## config.mk

```make
export PLATFORM = sky130hd
export DESIGN_NAME = dtpw_seq
export DESIGN_NICKNAME = d
export VERILOG_FILES = /design/src/rtl/core/dtpw_pkg.sv /design/src/rtl/core/dtpw_seq.sv
export SDC_FILE = /design/constraint.sdc
export NUM_CORES = 1
export LEC_CHECK = 0
export ABC_CLOCK_PERIOD_IN_PS = 4500
export BUFFER_PORTS_ARGS = -buffer_cell sky130_fd_sc_hd__buf_2
export CAP_MARGIN = 0
export CORE_UTILIZATION = 60
export CTS_CLUSTER_SIZE = 14
export DETAILED_ROUTE_END_ITERATION = 7
export PLACE_DENSITY = 0.85
export SLEW_MARGIN = 20
export SYNTH_ARGS = -nofsm -noshare
export SYNTH_HDL_FRONTEND = slang
export SYNTH_SLANG_ARGS = --single-unit
```

## constraint.sdc

```tcl
create_clock -name i_clk -period 4.5 [get_ports i_clk]
set_input_delay 0.675 -clock i_clk [delete_from_list [all_inputs] [get_ports i_clk]]
set_output_delay 0.675 -clock i_clk [all_outputs]
set_load 0.02 [all_outputs]
```

## src/rtl/core/dtpw_pkg.sv

```systemverilog
`default_nettype none

package dtpw_pkg;

    // frame geometry and store organization
    localparam int MAX_WIDTH  = 256;
    localparam int MAX_HEIGHT = 256;
    localparam int STORE_SIZE = MAX_WIDTH * MAX_HEIGHT;
    localparam int ADDR_W     = $clog2(STORE_SIZE);
    localparam int CNT_W      = ADDR_W + 1;

    // fixed field widths
    localparam int CFG_W   = 9;
    localparam int COORD_W = 8;
    localparam int DEPTH_W = 24;
    localparam int COLOR_W = 32;
    localparam int OP_W    = 3;

    localparam logic [DEPTH_W-1:0] DEPTH_FAR  = '1;
    localparam logic [CNT_W-1:0]   STORE_CNT  = CNT_W'(STORE_SIZE);
    localparam logic [CFG_W-1:0]   WIDTH_CAP  = CFG_W'(MAX_WIDTH);
    localparam logic [CFG_W-1:0]   HEIGHT_CAP = CFG_W'(MAX_HEIGHT);

    // configuration register indexes
    localparam logic REG_FRAME_WIDTH  = 1'b0;
    localparam logic REG_FRAME_HEIGHT = 1'b1;

    typedef enum logic [OP_W-1:0] {
        OP_PLOT        = 3'd0,
        OP_TEST_PLOT   = 3'd1,
        OP_CLEAR_COLOR = 3'd2,
        OP_RESET_DEPTH = 3'd3,
        OP_READ        = 3'd4
    } t_op;

    typedef enum logic [2:0] {
        ST_IDLE,
        ST_ACCESS,
        ST_DECIDE,
        ST_FILL_COLOR,
        ST_FILL_DEPTH
    } t_state;

    // sequencer to datapath control
    typedef struct packed {
        logic              busy;
        logic              decide;
        logic              finish;
        logic              fill_color;
        logic              fill_depth;
        logic              fill_report;
        logic [ADDR_W-1:0] fill_addr;
    } t_seq_ctl;

endpackage

`default_nettype wire

```

## src/rtl/core/dtpw_seq.sv

```systemverilog
`default_nettype none

module dtpw_seq import dtpw_pkg::*; (
    input  wire logic             i_clk,
    input  wire logic             i_rst_n,
    input  wire logic             i_accept,
    input  wire t_op              i_op,
    input  wire logic [CNT_W-1:0] i_pix_count,
    output t_seq_ctl              o_ctl
);

    t_state           r_state, n_state;
    logic [CNT_W-1:0] r_cnt, n_cnt;
    logic [CNT_W-1:0] r_limit, n_limit;
    logic             r_report, n_report;
    logic             fill_last;
    logic             goes_fill_color;
    logic             goes_fill_depth;

    assign fill_last       = (r_cnt == r_limit - CNT_W'(1));
    assign goes_fill_color = (i_op == OP_CLEAR_COLOR) && (i_pix_count != '0);
    assign goes_fill_depth = (i_op == OP_RESET_DEPTH);

    // next state
    always_comb begin
        n_state  = r_state;
        n_cnt    = r_cnt;
        n_limit  = r_limit;
        n_report = r_report;
        unique case (r_state)
            ST_IDLE: begin
                if (i_accept) begin
                    n_state = ST_ACCESS;
                end
            end
            ST_ACCESS: begin
                n_state = ST_DECIDE;
            end
            ST_DECIDE: begin
                if (goes_fill_color) begin
                    n_state  = ST_FILL_COLOR;
                    n_cnt    = '0;
                    n_limit  = i_pix_count;
                    n_report = 1'b1;
                end else if (goes_fill_depth) begin
                    n_state  = ST_FILL_DEPTH;
                    n_cnt    = '0;
                    n_limit  = STORE_CNT;
                    n_report = 1'b1;
                end else if (i_accept) begin
                    n_state = ST_ACCESS;
                end else begin
                    n_state = ST_IDLE;
                end
            end
            ST_FILL_COLOR, ST_FILL_DEPTH: begin
                n_cnt = r_cnt + CNT_W'(1);
                if (fill_last) begin
                    n_state = ST_IDLE;
                end
            end
            default: begin
                n_state = ST_IDLE;
            end
        endcase
    end

    // outputs
    always_comb begin
        o_ctl             = '0;
        o_ctl.fill_addr   = r_cnt[ADDR_W-1:0];
        unique case (r_state)
            ST_IDLE: begin
                o_ctl.busy = 1'b0;
            end
            ST_ACCESS: begin
                o_ctl.busy = 1'b1;
            end
            ST_DECIDE: begin
                o_ctl.decide = 1'b1;
                o_ctl.finish = !goes_fill_color && !goes_fill_depth;
                o_ctl.busy   = goes_fill_color || goes_fill_depth;
            end
            ST_FILL_COLOR: begin
                o_ctl.busy        = 1'b1;
                o_ctl.fill_color  = 1'b1;
                o_ctl.fill_report = fill_last && r_report;
            end
            ST_FILL_DEPTH: begin
                o_ctl.busy        = 1'b1;
                o_ctl.fill_depth  = 1'b1;
                o_ctl.fill_report = fill_last && r_report;
            end
            default: begin
                o_ctl.busy = 1'b1;
            end
        endcase
    end

    // reset starts a silent sweep of the depth store
    always_ff @(posedge i_clk) begin
        if (!i_rst_n) begin
            r_state  <= ST_FILL_DEPTH;
            r_cnt    <= '0;
            r_limit  <= STORE_CNT;
            r_report <= 1'b0;
        end else begin
            r_state  <= n_state;
            r_cnt    <= n_cnt;
            r_limit  <= n_limit;
            r_report <= n_report;
        end
    end

    a_access_then_decide: assert property (@(posedge i_clk) disable iff (!i_rst_n)
        r_state == ST_ACCESS |=> r_state == ST_DECIDE)
        else $error("access not followed by decide");

    a_fill_in_bounds: assert property (@(posedge i_clk) disable iff (!i_rst_n)
        (r_state == ST_FILL_COLOR || r_state == ST_FILL_DEPTH) |-> r_cnt < r_limit)
        else $error("fill counter past its limit");

    a_one_fill_kind: assert property (@(posedge i_clk) disable iff (!i_rst_n)
        !(o_ctl.fill_color && o_ctl.fill_depth))
        else $error("both fills active");

endmodule

`default_nettype wire

```

==> flow_metrics.py <==
metrics = {
    "clock_tree": {
        "post-cts-setup-buffers": 0,
        "cts_num_sinks": 38,
        "cts_buffers": 5,
        "cts_tree": "yes",
        "clk_path_buf_depth": 2,
        "htree_levels": 2,
        "cts_repair_resize_count": 0,
        "clk_transition_reported_paths_ns": 0.07,
        "clockRootBuffer": "clkbuf_8",
        "holdBufCountCts": 0,
        "clock_latency_ns": 0.30,
    },
    "job": {
        "max_cap_violations": 0,
    },
    "outcome": {
        "status": "complete, no violations",
    },
    "synth": {
        "synth_ff_type": "dfxtp_1",
        "seq_area_frac_synth_pct": 31.4,
        "yosys_warnings": 0,
        "synth_cell_types": 54,
        "yosysTopAreaCellShare_pct": 31.4,
        "synthArstFlopShare_pct": 0,
        "netlist_instances": 308,
        "synthTopCellsByArea": "dfxtp_1 (31%), nor2_1 (6.7%), a22oi_1 (5.0%)",
        "synthesis.area_um2": 2420,
        "synth-edff-count": 0,
        "yosysTopAreaCell": "dfxtp_1",
        "yosysMostFrequentCell": "nor2_1",
        "synth_fp_nets": 333,
        "synth_common_cells": "nor2_1 (43), dfxtp_1 (38), nand2_1 (24)",
        "avgSynthCellArea_um2": 7.87,
        "ys_ff_latch": 38,
    },
    "global_route": {
        "grt_pass1_vias": 1974,
        "grt.met1_usage_pct": 36.2,
        "grtUsageMet2_pct": 44.8,
        "grt_first_pass_wirelength_mm": 9.14,
        "grt_max_degree": 29,
        "grt_use_met3_pct": 5.56,
        "grt-busiest-layer": "met2",
        "grt_overflow": 0,
        "grt_usage_pct": 28.2,
        "antenna_found_initial": 0,
    },
    "routing": {
        "drt_iter0_drc": 208,
        "via_per_inst": 6.12,
        "dr_total_vias": 2302,
        "drtPass1Iterations": 5,
        "routedWlPerCell_um": 15.0,
        "drc": 0,
        "detail-route-antenna-nets": 0,
        "wl_mm": 5.65,
    },
    "layout": {
        "fin_nets": 352,
        "design_area_um2": 2630,
        "antennaDiodeCount": 0,
        "final_cells": 376,
        "syn_to_final_growth_pct": 8.36,
        "drive_gt1_share_pct": 20.7,
    },
    "placed_design": {
        "port-buffer-count": 44,
        "place_ws_ns": 1.30,
        "dp_hpwl_mm": 4.08,
        "place_congestion": 0.920,
        "dp.cells": 368,
        "place_area_um2": 2520,
    },
    "die": {
        "core_um2": 3770,
        "dieWidth_um": 65.6,
        "die-area_um2": 4300,
        "ios": 45,
        "dieHeight_um": 65.6,
        "placementRows": 22,
        "start_util_pct": 64.3,
    },
    "sta": {
        "final-setup-viol-count": 0,
        "timing.final.crit_period_ns": 3.54,
        "drv_slew": 0,
        "rsz0062_at_grt": "false",
        "timing.final.crit_share_pct": 78.6,
        "fin_ws_ns": 0.964,
        "relSlewSlack_pct": 35.9,
        "hold_viol": 0,
        "finClkSkew_ns": 0.00353,
        "worst_slew_pin_slew_ns": 0.957,
        "holdWs_ns": 0.482,
        "fmax_mhz": 283,
        "tns_ns": 0,
    },
    "worst_setup_path": {
        "path_delay_family": "simple AND/OR/NAND/NOR gates",
        "worstPathArrival_ns": 2.86,
        "startpoint": "r_limit[4]",
        "end_kind": "primary output",
        "r2r_cells": 7,
        "crit_buf_inv": 1,
        "path_max_fanout": 9,
        "start_kind": "flop",
        "cpPeakStageDelay_ns": 0.55,
        "cp_slowest_cell": "or4_4",
        "reg2reg_to": "r_state[2]",
        "crit_chain": "nor4_4 -> nand4_2 -> mux2_2 -> o31ai_1 -> or4_4 -> a2111oi_4 -> and3_1 -> buf_2",
        "cp.required_ns": 3.83,
        "r2r_setup_slack_ns": 1.99,
        "rr_startpoint": "r_limit[4]",
        "critical_path_class": "flop to primary output",
    },
    "pwr": {
        "pwr_density_cell_nw_per_um2": 248,
        "vdd_drop_max_uv": 236,
        "p_leak_nw": 1.03,
    },
    "hold_path": {
        "min_from": "r_report",
        "min_path_cells": 1,
        "min_path_type": "flop to flop",
        "hold_end": "r_report",
    },
}
[layout by cell type (no fill, tap or decap), drive strengths merged, types with 5 or more instances in the layout]
| cell | count |
|---|---|
| a21oi | 11 |
| a22oi | 16 |
| a31oi | 6 |
| buf | 45 |
| clkbuf | 8 |
| dfxtp | 38 |
| inv | 9 |
| nand2 | 24 |
| nand3 | 15 |
| nand4 | 5 |
| nor2 | 43 |
| nor3 | 8 |
| nor4 | 6 |
| o21ai | 16 |
| xnor2 | 13 |
| xor2 | 8 |
[through the flow]
step | power, W | utilization [%]
finish | 0.000650 | 69.6
global placement | 0.000383 | 66.7
detailed placement | 0.000384 | 66.7
floorplan | 0.000369 | -
global route | 0.000672 | 69.6
CTS | 0.000653 | 69.6
[power breakdown]
group / leakage (nW) / total [W] / switching, W / internal (W)
Clock: 0.0575 / 0.000273 / 0.000119 / 0.000155
Combinational: 0.665 / 0.0000335 / 0.0000200 / 0.0000135
Sequential: 0.307 / 0.000343 / 0.00000486 / 0.000338
[kinds of logic after synthesis]
family | count (synthesis) | synth area share (%)
compound gates | 71 | 20.5
flops | 38 | 31.4
xor+xnor | 21 | 7.59
buf+inv | 42 | 9.45
simple gates | 128 | 27.4
mux | 6 | 2.63
fa+ha+maj | 2 | 1.03
[worst max-delay path by stage]
stage / to / depth (start not counted)
after floorplan: o_ctl[16] / 8
after global placement: o_ctl[16] / 8
after detailed placement: o_ctl[16] / 8
after CTS: o_ctl[16] / 8
after global routing: o_ctl[16] / 10
final: o_ctl[16] / 8
[sequential cells by signal, summed over array words and instances, names as in the netlist]
signal	count
r_state	3
r_report	1
r_limit	17
r_cnt	17
[cell type report]
class / count / area (um2)
tap: 48 / 60.1
multi-input combinational: 228 / 1430
clock buffer: 8 / 110
sequential: 38 / 761
inverter: 9 / 33.8
fill: 316 / 1140
timing repair buffer: 45 / 228
[metal layers]
metal	vias up	wire, um	share of wire, %
met1	1065	2630	47
met3	12	361	6.4
met4	0	114	2.0
met2	96	2540	45
li1	1129	-	-
met5	-	0	0
(Power assumes the default switching activity.)
